$ cat src/sv/pbp_pkg.sv
package pbp_pkg;

   localparam int DEFAULT_MAX_BYTES = 256;
   localparam logic [8:0] PACKET_BYTES_RESET = 9'd256;

   localparam logic [1:0] REQ_ADD  = 2'd0;
   localparam logic [1:0] REQ_NEW  = 2'd1;
   localparam logic [1:0] REQ_READ = 2'd2;

   typedef enum logic [2:0] {
      ST_CLEAR,
      ST_IDLE,
      ST_WR_HI,
      ST_RD_LO,
      ST_WR_LO,
      ST_GET_BYTE,
      ST_DONE
   } state_type;

   typedef struct packed {
      logic we;
      logic re;
   } ram_ctl_type;

endpackage

$ cat src/sv/pbp_ram.sv
module pbp_ram #(
   parameter int DEPTH = pbp_pkg::DEFAULT_MAX_BYTES,
   parameter int AW    = 8
) (
   input  logic                clock,
   input  pbp_pkg::ram_ctl_type ctl,
   input  logic [AW-1:0]       addr,
   input  logic [7:0]          wdata,
   output logic [7:0]          rdata
);
   import pbp_pkg::*;

   logic [7:0] buffer_ff [DEPTH];
   logic [7:0] rdata_ff;

   always_ff @(posedge clock) begin
      if (ctl.we) begin
         buffer_ff[addr] <= wdata;
      end
      if (ctl.re) begin
         rdata_ff <= buffer_ff[addr];
      end
   end

   assign rdata = rdata_ff;

endmodule

$ cat src/sv/packet_bit_packer_unit.sv
// Packs short bit fields, most significant bit first, into a packet buffer of
// MAX_PACKET_BYTES bytes held in a single-port memory with registered read.
// One request runs at a time under a small sequencer that shares the memory
// port and one shift/merge unit. An add reads the byte at the fill position and
// writes it back merged, and a field that straddles two bytes repeats this
// read-modify-write on the next byte. A read fetches one byte, and a refused
// or empty request goes straight to the result. A new packet clears the memory
// one byte per cycle. After reset the same pass runs before req_tready rises.
// A finished result waits in the output register while the next request is
// taken. The packet length register may be written at any time the block is idle.
module packet_bit_packer_unit #(
   parameter int MAX_PACKET_BYTES = pbp_pkg::DEFAULT_MAX_BYTES
) (
   input  logic        clock,
   input  logic        reset,
   input  logic        req_tvalid,
   output logic        req_tready,
   input  logic [23:0] req_tdata,  // data_byte, bit_count, read_index, zero pad
   input  logic [1:0]  req_tuser,  // req_type
   output logic        rsp_tvalid,
   input  logic        rsp_tready,
   output logic [23:0] rsp_tdata,  // read_byte, free_bits, overflow, zero pad
   input  logic        csr_valid,
   output logic        csr_ready,
   input  logic [8:0]  csr_data
);
   import pbp_pkg::*;

   localparam int AW = (MAX_PACKET_BYTES > 1) ? $clog2(MAX_PACKET_BYTES) : 1;
   localparam int BW = $clog2(MAX_PACKET_BYTES + 1);
   localparam int FW = BW + 3;

   state_type       state_ff, state_in;
   logic [FW-1:0]   fill_ff, fill_in;
   logic [8:0]      packet_bytes_ff, packet_bytes_in;
   logic [AW-1:0]   clr_cnt_ff, clr_cnt_in;
   logic            clr_rsp_ff, clr_rsp_in;
   logic [AW-1:0]   idx_ff, idx_in;
   logic [15:0]     win_ff, win_in;
   logic            straddle_ff, straddle_in;
   logic [7:0]      res_byte_ff, res_byte_in;
   logic            res_ovf_ff, res_ovf_in;
   logic            rsp_valid_ff, rsp_valid_in;
   logic [7:0]      rsp_byte_ff, rsp_byte_in;
   logic [11:0]     rsp_free_ff, rsp_free_in;
   logic            rsp_ovf_ff, rsp_ovf_in;

   logic [1:0]      req_type;
   logic [7:0]      data_byte;
   logic [3:0]      bit_count;
   logic [7:0]      read_index;

   logic [BW-1:0]   eff_bytes;
   logic [FW-1:0]   total_bits;
   logic [FW-1:0]   free_bits;
   logic            accept;
   logic            add_fail;
   logic [7:0]      masked;
   logic [4:0]      shamt;
   logic [15:0]     win;
   logic            straddle;
   logic            rd_ok;
   logic            out_free;
   logic            clr_last;

   ram_ctl_type     ram_ctl;
   logic [AW-1:0]   ram_addr;
   logic [7:0]      ram_wdata;
   logic [7:0]      ram_rdata;

   assign req_type   = req_tuser;
   assign data_byte  = req_tdata[7:0];
   assign bit_count  = req_tdata[11:8];
   assign read_index = req_tdata[19:12];

   always_comb begin
      if (32'(packet_bytes_ff) > 32'(MAX_PACKET_BYTES)) begin
         eff_bytes = BW'(MAX_PACKET_BYTES);
      end else begin
         eff_bytes = BW'(packet_bytes_ff);
      end
   end

   assign total_bits = {eff_bytes, 3'b000};
   assign free_bits  = (fill_ff >= total_bits) ? '0 : total_bits - fill_ff;

   assign accept   = req_tvalid && req_tready;
   assign add_fail = (bit_count > 4'd8) || (FW'(bit_count) > free_bits);
   assign masked   = data_byte & (8'hFF >> (4'd8 - bit_count));
   assign shamt    = 5'd16 - 5'(bit_count) - 5'(fill_ff[2:0]);
   assign win      = 16'(masked) << shamt;
   assign straddle = (5'(fill_ff[2:0]) + 5'(bit_count)) > 5'd8;
   assign rd_ok    = 32'(read_index) < 32'(eff_bytes);
   assign out_free = !rsp_valid_ff || rsp_tready;
   assign clr_last = clr_cnt_ff == AW'(MAX_PACKET_BYTES - 1);

   assign req_tready = state_ff == ST_IDLE;
   assign csr_ready  = 1'b1;
   assign rsp_tvalid = rsp_valid_ff;
   assign rsp_tdata  = {3'b000, rsp_ovf_ff, rsp_free_ff, rsp_byte_ff};

   // next state
   always_comb begin
      state_in = state_ff;
      unique case (state_ff)
         ST_CLEAR: begin
            if (clr_last) begin
               state_in = clr_rsp_ff ? ST_DONE : ST_IDLE;
            end
         end
         ST_IDLE: begin
            if (accept) begin
               unique case (req_type)
                  REQ_ADD: begin
                     state_in = (bit_count == 4'd0 || add_fail) ? ST_DONE : ST_WR_HI;
                  end
                  REQ_NEW:  state_in = ST_CLEAR;
                  REQ_READ: state_in = rd_ok ? ST_GET_BYTE : ST_DONE;
                  default:  state_in = ST_DONE;
               endcase
            end
         end
         ST_WR_HI:    state_in = straddle_ff ? ST_RD_LO : ST_DONE;
         ST_RD_LO:    state_in = ST_WR_LO;
         ST_WR_LO:    state_in = ST_DONE;
         ST_GET_BYTE: state_in = ST_DONE;
         ST_DONE: begin
            if (out_free) begin
               state_in = ST_IDLE;
            end
         end
         default: state_in = ST_IDLE;
      endcase
   end

   // datapath and memory port
   always_comb begin
      fill_in         = fill_ff;
      packet_bytes_in = csr_valid ? csr_data : packet_bytes_ff;
      clr_cnt_in      = clr_cnt_ff;
      clr_rsp_in      = clr_rsp_ff;
      idx_in          = idx_ff;
      win_in          = win_ff;
      straddle_in     = straddle_ff;
      res_byte_in     = res_byte_ff;
      res_ovf_in      = res_ovf_ff;
      rsp_valid_in    = rsp_valid_ff && !rsp_tready;
      rsp_byte_in     = rsp_byte_ff;
      rsp_free_in     = rsp_free_ff;
      rsp_ovf_in      = rsp_ovf_ff;
      ram_ctl         = '{we: 1'b0, re: 1'b0};
      ram_addr        = idx_ff;
      ram_wdata       = 8'h00;

      unique case (state_ff)
         ST_CLEAR: begin
            ram_ctl.we = 1'b1;
            ram_addr   = clr_cnt_ff;
            clr_cnt_in = clr_cnt_ff + AW'(1);
         end
         ST_IDLE: begin
            res_byte_in = 8'h00;
            res_ovf_in  = 1'b0;
            idx_in      = AW'(fill_ff[FW-1:3]);
            win_in      = win;
            straddle_in = straddle;
            ram_addr    = (req_type == REQ_READ) ? AW'(read_index) : AW'(fill_ff[FW-1:3]);
            if (accept) begin
               unique case (req_type)
                  REQ_ADD: begin
                     if (bit_count != 4'd0) begin
                        res_ovf_in = add_fail;
                        if (!add_fail) begin
                           ram_ctl.re = 1'b1;
                           fill_in    = fill_ff + FW'(bit_count);
                        end
                     end
                  end
                  REQ_NEW: begin
                     fill_in    = '0;
                     clr_cnt_in = '0;
                     clr_rsp_in = 1'b1;
                  end
                  REQ_READ: begin
                     res_ovf_in = !rd_ok;
                     ram_ctl.re = rd_ok;
                  end
                  default: begin
                  end
               endcase
            end
         end
         ST_WR_HI: begin
            ram_ctl.we = 1'b1;
            ram_wdata  = ram_rdata | win_ff[15:8];
         end
         ST_RD_LO: begin
            ram_ctl.re = 1'b1;
            ram_addr   = idx_ff + AW'(1);
         end
         ST_WR_LO: begin
            ram_ctl.we = 1'b1;
            ram_addr   = idx_ff + AW'(1);
            ram_wdata  = ram_rdata | win_ff[7:0];
         end
         ST_GET_BYTE: begin
            res_byte_in = ram_rdata;
         end
         ST_DONE: begin
            if (out_free) begin
               rsp_valid_in = 1'b1;
               rsp_byte_in  = res_byte_ff;
               rsp_free_in  = 12'(free_bits);
               rsp_ovf_in   = res_ovf_ff;
            end
         end
         default: begin
         end
      endcase
   end

   always_ff @(posedge clock) begin
      if (reset) begin
         state_ff        <= ST_CLEAR;
         fill_ff         <= '0;
         packet_bytes_ff <= PACKET_BYTES_RESET;
         clr_cnt_ff      <= '0;
         clr_rsp_ff      <= 1'b0;
         rsp_valid_ff    <= 1'b0;
      end else begin
         state_ff        <= state_in;
         fill_ff         <= fill_in;
         packet_bytes_ff <= packet_bytes_in;
         clr_cnt_ff      <= clr_cnt_in;
         clr_rsp_ff      <= clr_rsp_in;
         rsp_valid_ff    <= rsp_valid_in;
      end
   end

   always_ff @(posedge clock) begin
      idx_ff      <= idx_in;
      win_ff      <= win_in;
      straddle_ff <= straddle_in;
      res_byte_ff <= res_byte_in;
      res_ovf_ff  <= res_ovf_in;
      rsp_byte_ff <= rsp_byte_in;
      rsp_free_ff <= rsp_free_in;
      rsp_ovf_ff  <= rsp_ovf_in;
   end

   pbp_ram #(
      .DEPTH (MAX_PACKET_BYTES),
      .AW    (AW)
   ) u_ram (
      .clock (clock),
      .ctl   (ram_ctl),
      .addr  (ram_addr),
      .wdata (ram_wdata),
      .rdata (ram_rdata)
   );

endmodule

$ cat config.mk
export PLATFORM = sky130hd
export DESIGN_NAME = packet_bit_packer_unit
export DESIGN_NICKNAME = d
export VERILOG_FILES = /design/src/sv/pbp_pkg.sv /design/src/sv/pbp_ram.sv /design/src/sv/packet_bit_packer_unit.sv
export SDC_FILE = /design/constraint.sdc
export NUM_CORES = 2
export LEC_CHECK = 0
export BUFFER_PORTS_ARGS = -buffer_cell sky130_fd_sc_hd__buf_2
export CAP_MARGIN = 20
export CORE_MARGIN = 8
export CORE_UTILIZATION = 45
export CTS_CLUSTER_SIZE = 24
export DETAILED_ROUTE_END_ITERATION = 16
export PLACE_DENSITY = 0.61
export SETUP_SLACK_MARGIN = 0.4
export SLEW_MARGIN = 30
export SYNTH_ARGS = -nofsm -noshare
export SYNTH_HDL_FRONTEND = slang
export SYNTH_SLANG_ARGS = --single-unit
$ cat constraint.sdc
create_clock -name clock -period 11 [get_ports clock]
set_input_delay 0.55 -clock clock [delete_from_list [all_inputs] [get_ports clock]]
set_output_delay 0.55 -clock clock [all_outputs]
set_load 0.01 [all_outputs]
==> out/qor.txt <==
FF+latch area = 0.0641 mm^2
Iter 0 DRT Violations = 7251
Multi-input gate area = 0.0216 mm^2
Die span in x = 456 um
Average wire per standard cell = 32.1 um
Initial core utilization = 0.453
Post-DP HPWL = 161 mm
Global route hottest layer = met2
CP max-delay cell = dfxtp_1
RSZ-0062 raised after global routing = false
Fill count = 15900
Final Cell Area = 0.0974 mm^2
Antenna violations before repair = 13
Setup crit start kind = register
Post-DR vias/cell = 6.44
Placer Congestion = 0.892
CTS H-tree lvls = 4
Largest net degree at the start of global routing = 128
Mapped Cells = 5675
GR Util met2 = 0.380
CP Capture Point = u_ram.rdata[5]
Post-synth EDFFs = 2111
Worst r2r path cells = 12
# port buffers = 58
Crit share post-route = 0.591
Synthesized cell area = 0.0873 mm^2
HP Class = in -> reg
Largest stage delay, worst path = 0.93 ns
I/O pins = 67
CP max FO = 100
Reg-to-reg setup timing slack = 4.50 ns
Post-CTS Resized = 0
Area delta synth->final = 11.6%
Yosys reg bits = 2145
Met1 Usage GRT = 0.337
Ys flop type = edfxtp_1
Status = complete, no violations
Post-CTS Setup Repair Bufs = 0
CTS buffer count = 209
VDD IR-drop max = 171 uV
Tot GR Track Use = 0.251
Layout cells sized above 1 = 0.133
DRC Markers = 0
Synthesis Warnings = 0
Leak pwr = 34.2 nW
Hold Fails Final Rpt = 0
Clock transition at path regs = 0.07 ns
Final wirelength = 270 mm
Post-synthesis sequential area ratio = 0.734
Clock sinks = 2145
Crit path launch = state_ff[1]
Setup crit end kind = register
Total grt overflow = 0
Grt met3 use = 0.0660
WS Path Type = reg -> reg
Total Power = 16.8 mW
PD cells = 172 mW/mm^2
Worst EP arrival = 7.10 ns
CTS max path bufs = 3
Skew-Pair Late Insertion Delay = 0.87 ns
Global-route wire length before repair = 383 mm
Netlist cell types = 94
Die area = 0.208 mm^2
FP Rows = 161
CTS tree = built
Tightest Pin Transition = 1.18 ns
Final slew viol count = 0
Pre-Repair DR Iteration Count = 6
Final Critical Period = 6.50 ns
Ys async rst share = 0
Fmax = 154 MHz
TNS Setup = 0 ns
Final nets = 5786
Critical path required time = 11.60 ns
Via count = 54200
Hold wc startpoint = reset
Critical path, cell by cell = inv_1, nand2_1, o22a_4, nand2_4, buf_12, buf_4, a211oi_1, a311oi_1, o21ai_0, nand4_1, a221o_1, or4_1
Clock root cell = clkbuf_16
Die height = 456 um
Syn avg cell area = 15.4 um^2
Slew headroom = 0.207
Post-route clock skew = 0.0411 ns
Vias in the first global route = 51200
Max Cap Violations = 0
Antenna-violating nets left = 0
Placed inst area = 0.0905 mm^2
Setup violators final = 0
Reg2reg end = u_ram.rdata[5]
Floorplan core area = 0.193 mm^2
R2r startpoint = state_ff[1]
[registers in the layout (all words and copies together) (netlist names), 8 cells and up]
register / flops
clr_cnt_ff: 8
fill_ff: 12
idx_ff: 8
packet_bytes_ff: 9
res_byte_ff: 8
rsp_byte_ff: 8
rsp_free_ff: 12
u_ram.buffer_ff: 2048
u_ram.rdata: 8
win_ff: 16
[cells in the final DEF, fill, tap and decap left out, types with 39 or more instances in the layout]
cell	count
a311oi_1	43
buf_4	110
clkbuf_1	48
nor2_1	374
buf_2	58
a22oi_1	107
a31oi_1	106
a21oi_1	126
nor3_1	39
a32oi_1	60
nand4_1	65
mux4_2	203
edfxtp_1	2111
clkbuf_16	210
a211oi_1	141
inv_1	43
mux2i_1	107
nand2_1	736
o21ai_0	123
nand3_1	257
clkinv_1	43
and3_1	155
[layer usage]
metal | wire length, um | up-vias
met5 | 0 | -
met4 | 15100 | 0
met1 | 103000 | 27600
met2 | 121000 | 3426
li1 | - | 22500
met3 | 30400 | 667
[logic make-up (layout without fill, tap and decap cells)]
kind of cell	count (synthesis)	in the layout	share of synthesized area
compound gates	956	956	0.0783
xor+xnor	22	22	0.00221
fa+ha+maj	39	39	0.00576
buf+inv	430	629	0.0232
flops	2145	2145	0.734
mux	320	320	0.0659
other cells	2	12	0.0000860
simple gates	1761	1761	0.0906
[worst min path at each step]
stage | endpoint | slack (ns) | depth (start not counted)
after global routing | clr_rsp_ff | 0.07 | 2
final | fill_ff[0] | 0.1 | 2
after global placement | rsp_ovf_ff | 0.40 | 0
after CTS | fill_ff[0] | 0.02 | 2
after detailed placement | rsp_byte_ff[0] | 0.40 | 0
after floorplan | rsp_byte_ff[0] | 0.40 | 0
[Yosys cell counts, types with 8 or more instances]
library cell,n,area (um^2)
o211ai_1,10,75.1
xnor2_1,13,114
o21ai_0,123,616
buf_4,43,323
a221o_1,11,110
a31oi_1,106,663
and2_1,11,68.8
mux2i_1,107,1070
and4_1,8,70.1
a41oi_1,15,131
a32oi_1,60,526
nor2b_1,13,81.3
a211oi_1,141,1060
nor4_1,16,100
nand3_1,257,1290
and3_1,156,976
inv_1,43,161
buf_6,8,90.1
xor2_1,9,78.8
nor2_1,392,1470
a311oi_1,43,377
buf_2,150,751
a22o_1,10,87.6
nand2_1,744,2790
ha_1,37,463
mux2_2,9,101
a21o_1,19,143
nand2b_1,11,68.8
a2111oi_0,24,210
nand4_1,65,407
a22oi_1,108,811
buf_1,21,78.8
edfxtp_1,2111,63400
a221oi_1,25,219
o22ai_1,11,68.8
a21oi_1,134,671
a211o_1,9,78.8
clkbuf_1,163,612
a32o_1,14,140
o2111ai_1,13,114
dfxtp_1,34,681
or3_1,8,50.1
mux4_2,203,4570
nor3_1,43,215
[through the flow]
stage / util / cells / worst slack (ns) / hold WS (ns)
detailed placement: 0.470 / 8011 / 4.49 / 0.405
global placement: 0.469 / 8010 / 4.54 / 0.404
floorplan: - / 5677 / 1.41 / 0.400
global route: 0.506 / 8402 / 4.19 / 0.0695
CTS: 0.505 / 8401 / 4.58 / 0.0220
finish: 0.506 / 8410 / 4.50 / 0.0957
[worst max-delay path, delay by kind of cell, from the launching register on]
family / cells / cell delay [ns]
AO/OA/AOI/OAI: 5 / 2.21
AND/OR/NAND/NOR: 4 / 1.87
buffers and inverters: 3 / 1.08
flip-flops: 1 / 0.93
[where the power goes]
| part | leakage (nW) | internal [mW] | switching, mW | total, mW |
|---|---|---|---|---|
| logic | 7.66 | 0.224 | 0.574 | 0.799 |
| clock network | 3.26 | 3.99 | 3.12 | 7.11 |
| registers | 23.3 | 8.85 | 0.00471 | 8.86 |
| total | 34.2 | 13.1 | 3.70 | 16.8 |
[area by class of cell]
type                            instances  area share
Sequential cell                      2145       0.658
Inverter                               45     0.00173
Tap cell                             2526      0.0324
Timing Repair Buffer                  204      0.0171
Clock buffer                          258      0.0558
Multi-Input combinational cell       3102       0.222
Antenna cell                            8    0.000206
Clock inverter                        122      0.0133
[timing repair]
item	CTS	global route
endpoints found under the hold margin	10	0
hold buffers	10	0
setup endpoints to repair	0	0
Note: power is estimated with default switching activity, not from simulation.
